===== config.mk =====
export PLATFORM = sky130hd
export DESIGN_NAME = programmable_crc_divider
export DESIGN_NICKNAME = d
export VERILOG_FILES = /design/src/sv/pcrc_pkg.sv /design/src/sv/pcrc_cfg.sv /design/src/sv/pcrc_step.sv /design/src/sv/programmable_crc_divider.sv
export SDC_FILE = /design/constraint.sdc
export NUM_CORES = 1
export LEC_CHECK = 0
export BUFFER_PORTS_ARGS = -buffer_cell sky130_fd_sc_hd__buf_2
export CORE_ASPECT_RATIO = 2
export CORE_UTILIZATION = 40
export DETAILED_ROUTE_END_ITERATION = 7
export GPL_TIMING_DRIVEN = 0
export PLACE_DENSITY_LB_ADDON = 0.08
export SYNTH_ARGS = -nofsm -noshare
export SYNTH_HDL_FRONTEND = slang
export SYNTH_SLANG_ARGS = --single-unit

===== constraint.sdc =====
create_clock -name clk -period 10.3 [get_ports clk]
set_input_delay 0 -clock clk [delete_from_list [all_inputs] [get_ports clk]]
set_output_delay 0 -clock clk [all_outputs]
set_load 0.02 [all_outputs]

===== src/sv/pcrc_pkg.sv =====
// Package for the programmable CRC divider.
// Holds register indexes, widths and the shared configuration struct.
// No dependencies.
package pcrc_pkg;

  // Largest supported divisor degree, and the width of the remainder path.
  localparam int MAX_DEGREE = 32;
  localparam int REM_W      = 32;
  localparam int DEG_W      = 6;
  localparam int IDX_W      = 5;

  // Configuration register indexes.
  localparam logic REG_POLY   = 1'b0;
  localparam logic REG_DEGREE = 1'b1;

  // Reset values of the configuration registers.
  localparam logic [REM_W-1:0] POLY_RESET   = 32'd3;
  localparam logic [DEG_W-1:0] DEGREE_RESET = 6'd3;

  // Decoded configuration handed to the division step.
  typedef struct packed {
    logic [REM_W-1:0] mask;
    logic [REM_W-1:0] poly;
    logic [IDX_W-1:0] top_idx;
  } cfg_t;

endpackage


===== src/sv/pcrc_cfg.sv =====
// Configuration registers of the programmable CRC divider.
// Stores the polynomial and degree and decodes the degree mask.
// Depends on pcrc_pkg.
module pcrc_cfg (
  input  logic                      clk,
  input  logic                      rst,
  input  logic                      wr_en,
  input  logic                      wr_index,
  input  logic [pcrc_pkg::REM_W-1:0] wr_data,
  output pcrc_pkg::cfg_t            cfg
);

  logic [pcrc_pkg::REM_W-1:0] poly_low_bits;
  logic [pcrc_pkg::DEG_W-1:0] crc_degree;
  logic [pcrc_pkg::DEG_W-1:0] eff_degree;
  logic [pcrc_pkg::DEG_W-1:0] top_pos;

  // Register writes; the index selects one of the two registers.
  always_ff @(posedge clk) begin
    if (rst) begin
      poly_low_bits <= pcrc_pkg::POLY_RESET;
      crc_degree    <= pcrc_pkg::DEGREE_RESET;
    end else if (wr_en) begin
      case (wr_index)
        pcrc_pkg::REG_POLY:   poly_low_bits <= wr_data;
        pcrc_pkg::REG_DEGREE: crc_degree    <= wr_data[pcrc_pkg::DEG_W-1:0];
        default: ;
      endcase
    end
  end

  // A degree of zero acts as one; a degree above the maximum saturates.
  always_comb begin
    if (crc_degree == '0) begin
      eff_degree = pcrc_pkg::DEG_W'(1);
    end else if (crc_degree > pcrc_pkg::DEG_W'(pcrc_pkg::MAX_DEGREE)) begin
      eff_degree = pcrc_pkg::DEG_W'(pcrc_pkg::MAX_DEGREE);
    end else begin
      eff_degree = crc_degree;
    end
    top_pos     = eff_degree - pcrc_pkg::DEG_W'(1);
    cfg.mask    = ~({pcrc_pkg::REM_W{1'b1}} << eff_degree);
    cfg.poly    = poly_low_bits & cfg.mask;
    cfg.top_idx = top_pos[pcrc_pkg::IDX_W-1:0];
  end

endmodule


===== src/sv/pcrc_step.sv =====
// One modulo-2 division step of the programmable CRC divider.
// Holds the running remainder and computes the next one per bit.
// Depends on pcrc_pkg.
module pcrc_step (
  input  logic                       clk,
  input  logic                       rst,
  input  pcrc_pkg::cfg_t             cfg,
  input  logic                       advance,
  input  logic                       data_bit,
  input  logic                       last_bit,
  output logic                       quotient_bit,
  output logic [pcrc_pkg::REM_W-1:0] remainder_value,
  output logic                       remainder_is_zero
);

  logic [pcrc_pkg::REM_W-1:0] remainder_reg;
  logic [pcrc_pkg::REM_W-1:0] remainder_reg_next;
  logic [pcrc_pkg::REM_W-1:0] rem_masked;

  // Feedback is the data bit against the remainder's top bit.
  always_comb begin
    rem_masked        = remainder_reg & cfg.mask;
    quotient_bit      = data_bit ^ rem_masked[cfg.top_idx];
    remainder_value   = ((rem_masked << 1) & cfg.mask) ^
                        (quotient_bit ? cfg.poly : '0);
    remainder_is_zero = (remainder_value == '0);
    remainder_reg_next = last_bit ? '0 : remainder_value;
  end

  // The remainder moves only when a bit is consumed; it clears after the last bit.
  always_ff @(posedge clk) begin
    if (rst) begin
      remainder_reg <= '0;
    end else if (advance) begin
      remainder_reg <= remainder_reg_next;
    end
  end

endmodule


===== src/sv/programmable_crc_divider.sv =====
// Programmable CRC divider: one input bit in, one division result out.
// A request is taken into the input register, then into the output register.
// Unstalled throughput: one bit per cycle, set by the single XOR-shift between them.
// Reset (rst, synchronous) empties both stages, clears the remainder and
// restores the polynomial and degree registers to 3.
// Depends on pcrc_pkg, pcrc_cfg and pcrc_step.
module programmable_crc_divider (
  input  logic                       clk,
  input  logic                       rst,
  input  logic                       wr_en,
  input  logic                       wr_index,
  input  logic [pcrc_pkg::REM_W-1:0] wr_data,
  input  logic                       in_valid,
  output logic                       in_stall,
  input  logic                       data_bit,
  input  logic                       last_bit,
  output logic                       out_valid,
  input  logic                       out_stall,
  output logic                       quotient_bit,
  output logic [pcrc_pkg::REM_W-1:0] remainder_value,
  output logic                       remainder_is_zero,
  output logic                       message_end
);

  pcrc_pkg::cfg_t cfg;

  logic                       s1_valid;
  logic                       s1_data;
  logic                       s1_last;
  logic                       s2_ready;
  logic                       s1_advance;
  logic                       step_quotient;
  logic [pcrc_pkg::REM_W-1:0] step_remainder;
  logic                       step_zero;

  pcrc_cfg u_cfg (
    .clk      (clk),
    .rst      (rst),
    .wr_en    (wr_en),
    .wr_index (wr_index),
    .wr_data  (wr_data),
    .cfg      (cfg)
  );

  // Stage handshakes: the output register frees when empty or taken.
  assign s2_ready   = !out_valid || !out_stall;
  assign s1_advance = s1_valid && s2_ready;
  assign in_stall   = s1_valid && !s2_ready;

  // Input register.
  always_ff @(posedge clk) begin
    if (rst) begin
      s1_valid <= 1'b0;
    end else if (!in_stall) begin
      s1_valid <= in_valid;
    end
  end

  always_ff @(posedge clk) begin
    if (!in_stall && in_valid) begin
      s1_data <= data_bit;
      s1_last <= last_bit;
    end
  end

  pcrc_step u_step (
    .clk               (clk),
    .rst               (rst),
    .cfg               (cfg),
    .advance           (s1_advance),
    .data_bit          (s1_data),
    .last_bit          (s1_last),
    .quotient_bit      (step_quotient),
    .remainder_value   (step_remainder),
    .remainder_is_zero (step_zero)
  );

  // Result register.
  always_ff @(posedge clk) begin
    if (rst) begin
      out_valid <= 1'b0;
    end else if (s2_ready) begin
      out_valid <= s1_valid;
    end
  end

  always_ff @(posedge clk) begin
    if (s1_advance) begin
      quotient_bit      <= step_quotient;
      remainder_value   <= step_remainder;
      remainder_is_zero <= step_zero;
      message_end       <= s1_last;
    end
  end

endmodule


==> impl_metrics.env <==
export IMPL_vias=5374
export IMPL_power_mw=0.976
export IMPL_hpwlAfterDp_um=14600
export IMPL_status="completed"
export IMPL_avgSynthCellArea_um2=8.75
export IMPL_ys_async_sr_fraction=0
export IMPL_synthSimpleGateAreaFrac=0.220
export IMPL_grt_pass1_vias=5239
export IMPL_numCtsBuffers=9
export IMPL_first_pass_iters=5
export IMPL_max_freq_mhz=143
export IMPL_min_path_type="input port to flip-flop"
export IMPL_drive_above_1_share=0.162
export IMPL_ys_seq_area_frac=0.460
export IMPL_rows=60
export IMPL_hold_violations=0
export IMPL_post_route_min_period_ps=6990
export IMPL_worstSetupPathType="flip-flop to flip-flop"
export IMPL_synth_xor_area_frac=0.0111
export IMPL_endpoint_kind="flip-flop"
export IMPL_synth_seq_cells=109
export IMPL_cts_setup_buffers=0
export IMPL_multiInputGateArea_um2=2700
export IMPL_cp_max_fo=10
export IMPL_synth_top_family_by_area="simple AND/OR/NAND/NOR gates"
export IMPL_crit_top_cell="clkbuf_1"
export IMPL_antenna_found_initial=0
export IMPL_power_leakage_nw=2.69
export IMPL_regArea_um2=2550
export IMPL_cap_violations=0
export IMPL_cp_arrival_ps=7190
export IMPL_drt_iter0_markers=333
export IMPL_cts_root_buffer="clkbuf_16"
export IMPL_crit_required_ps=10500
export IMPL_die_h_um=169
export IMPL_crit_path_start_kind="flip-flop"
export IMPL_vias_per_cell=5.88
export IMPL_slew_headroom=0.450
export IMPL_pin_count=77
export IMPL_area_growth_pct=21.8
export IMPL_synthAdderAreaFrac=0.00903
export IMPL_fin_cells=914
export IMPL_grt_pass1_wl_um=29400
export IMPL_syn_cell_area_um2=5550
export IMPL_globalplace_congestion=0.930
export IMPL_grt_usage=0.279
export IMPL_fill_cells=1321
export IMPL_portBuffers=73
export IMPL_routed_wl_um=19900
export IMPL_path_delay_family="buffers and inverters"
export IMPL_slew_violations=0
export IMPL_diodes=0
export IMPL_detail_route_wl_per_cell_um=21.7
export IMPL_clk_pin_slew_ps=80
export IMPL_clock_path_buffers=2
export IMPL_crit_path_max_incr_delay_ps=590
export IMPL_core_um2=13500
export IMPL_rsz0062_at_grt="false"
export IMPL_synth_compound_area_frac=0.209
export IMPL_netlist_area_leader_share=0.260
export IMPL_synthTopCellsByArea="dfxtp_1 (26%), edfxtp_1 (20%), nand2_1 (6.7%), a22oi_1 (4.3%), a21oi_1 (4.2%)"
export IMPL_die_area_um2=14400
export IMPL_drc=0
export IMPL_grt_max_degree=36
export IMPL_syn_num_nets=678
export IMPL_synth_edff_count=37
export IMPL_yosys_warnings=0
export IMPL_crit_chain="clkbuf_1, clkbuf_1, clkbuf_1, clkbuf_1, nor2b_1, inv_1, ha_1, ha_1, nand2b_1, o31ai_1, mux4_2, a2bb2oi_1, a311o_1, a21o_1, clkbuf_1, nand3_1, xor2_1, a2111o_1, or4_1, nor3_2"
export IMPL_fin_crit_sh=0.678
export IMPL_slowest_stage="or4_1"
export IMPL_timing_worst_slew_pin_value_ps=823
export IMPL_synthDistinctLibCells=65
export IMPL_clock_skew_ps=14.9
export IMPL_grt_ovfl_total=0
export IMPL_yosys_area_top_type="dfxtp_1"
export IMPL_ys_flop_type="dfxtp_1"
export IMPL_power_density_nw_per_um2=144
export IMPL_final_antenna_net_count=0
export IMPL_ir_drop_mv=0.0876
export IMPL_finalSetupViolations=0
export IMPL_nets=798
export IMPL_synth_area_mux_share=0.0370
export IMPL_syn_inst=634
export IMPL_fp_dieW_um=85.3
export IMPL_clock_sinks=109
export IMPL_start_util=0.410
export IMPL_clk_latency_ps=360
export IMPL_fin_tns_setup_ps=0
export IMPL_cts_tree="built"
export IMPL_cts_max_level=3
export IMPL_dp_cells=862
export IMPL_path_buf_inv=6
## area by class of cell
type,instances,share of cell area
flip-flops and latches,109,0.378
clock inverters,5,0.00649
repair buffers,109,0.107
clock buffers,11,0.0360
multi-input cells,455,0.400
plain buffers,53,0.0337
well taps,155,0.0287
inverters,17,0.00982
## synth_stat cells (all sizes together) (3+ instances only)
master / instances
a2111o: 3
a2111oi: 3
a211o: 4
a21o: 3
a21oi: 47
a22oi: 32
a311oi: 4
a31o: 6
a31oi: 3
and2: 4
and3: 8
buf: 12
clkbuf: 41
dfxtp: 72
edfxtp: 37
ha: 4
inv: 17
mux2i: 16
nand2: 99
nand2b: 14
nand3: 37
nand4: 5
nor2: 55
nor2b: 9
nor3: 4
o2111ai: 6
o211ai: 5
o21ai: 24
o311ai: 3
or2: 7
or4: 7
xor2: 5
## metal layers
metal / vias to the layer above / track usage / routed length (um)
met5: - / 0 / 0
met1: 2571 / 0.295 / 7250
met2: 205 / 0.495 / 10300
met3: 68 / 0.0371 / 756
li1: 2530 / - / -
met4: 0 / 0.207 / 1510
## repair_timing
| item | in CTS | in global routing |
|---|---|---|
| gates resized for setup | 0 | 0 |
| hold buffers | 36 | 0 |
| hold endpoints to repair | 40 | 0 |
## final timing paths
| check | start | endpoint | slack (ps) | depth (start not counted) |
|---|---|---|---|---|
| setup / recovery | u_cfg.crc_degree[5] | remainder_is_zero | 3310 | 20 |
| hold / removal | wr_en | u_cfg.crc_degree[3] | 20 | 3 |
| setup reg to reg | u_cfg.crc_degree[5] | remainder_is_zero | 3310 | 20 |
| hold reg to reg | u_cfg.poly_low_bits[28] | u_cfg.poly_low_bits[28] | 460 | 2 |
## worst min-delay path, delay by kind of cell
kind                   cells  cell delay [ps]
buffers and inverters      1              160
AO/OA/AOI/OAI              1               50
AND/OR/NAND/NOR            1              120
## cell usage in the layout, fill, tap and decap left out, types with 3 or more instances in the layout
cell | netlist | final
nand2_1 | 99 | 99
o311ai_0 | 3 | 3
dfxtp_1 | 72 | 72
nand4_1 | 4 | 4
nand3_1 | 36 | 36
ha_1 | 4 | 4
a2111oi_0 | 3 | 3
o21ai_0 | 24 | 24
o211ai_1 | 5 | 5
nor3_1 | 3 | 3
a31oi_1 | 3 | 3
nor2b_1 | 9 | 9
nor2_1 | 55 | 55
a311oi_1 | 4 | 4
clkbuf_1 | 41 | 42
or4_1 | 7 | 7
inv_1 | 16 | 15
a31o_2 | 5 | 5
a22oi_1 | 32 | 32
a211o_1 | 4 | 4
edfxtp_1 | 37 | 37
nand2b_1 | 14 | 14
dlygate4sd3_1 | 0 | 36
xor2_1 | 5 | 5
buf_2 | 8 | 81
a2111o_1 | 3 | 3
clkbuf_16 | 0 | 9
a21oi_1 | 47 | 47
o2111ai_1 | 6 | 6
mux2i_1 | 16 | 16
and3_1 | 8 | 8
a21o_1 | 3 | 3
and2_1 | 4 | 4
or2_2 | 7 | 7
## metrics by stage
stage | util | setup slack (ps) | hold slack, ps | area (um2)
after floorplan | - | 5310 | 98.9 | 5550
after global placement | 0.452 | 3530 | 178 | 6100
after detailed placement | 0.452 | 3540 | 180 | 6100
after CTS | 0.500 | 3470 | 24.3 | 6750
after global routing | 0.500 | 3200 | 56.9 | 6750
final | 0.500 | 3310 | 23.8 | 6750
## where the power goes
| part | internal [mW] | switching (mW) | leakage (nW) |
|---|---|---|---|
| Sequential | 0.458 | 0.00794 | 0.961 |
| Clock | 0.175 | 0.167 | 0.143 |
| Combinational | 0.0565 | 0.111 | 1.58 |
## kinds of logic after synthesis
family | Yosys count
flops | 109
xor+xnor | 7
fa+ha+maj | 4
mux | 19
simple gates | 257
compound gates | 168
buf+inv | 70
No activity file was read; power rests on OpenSTA's default activity.
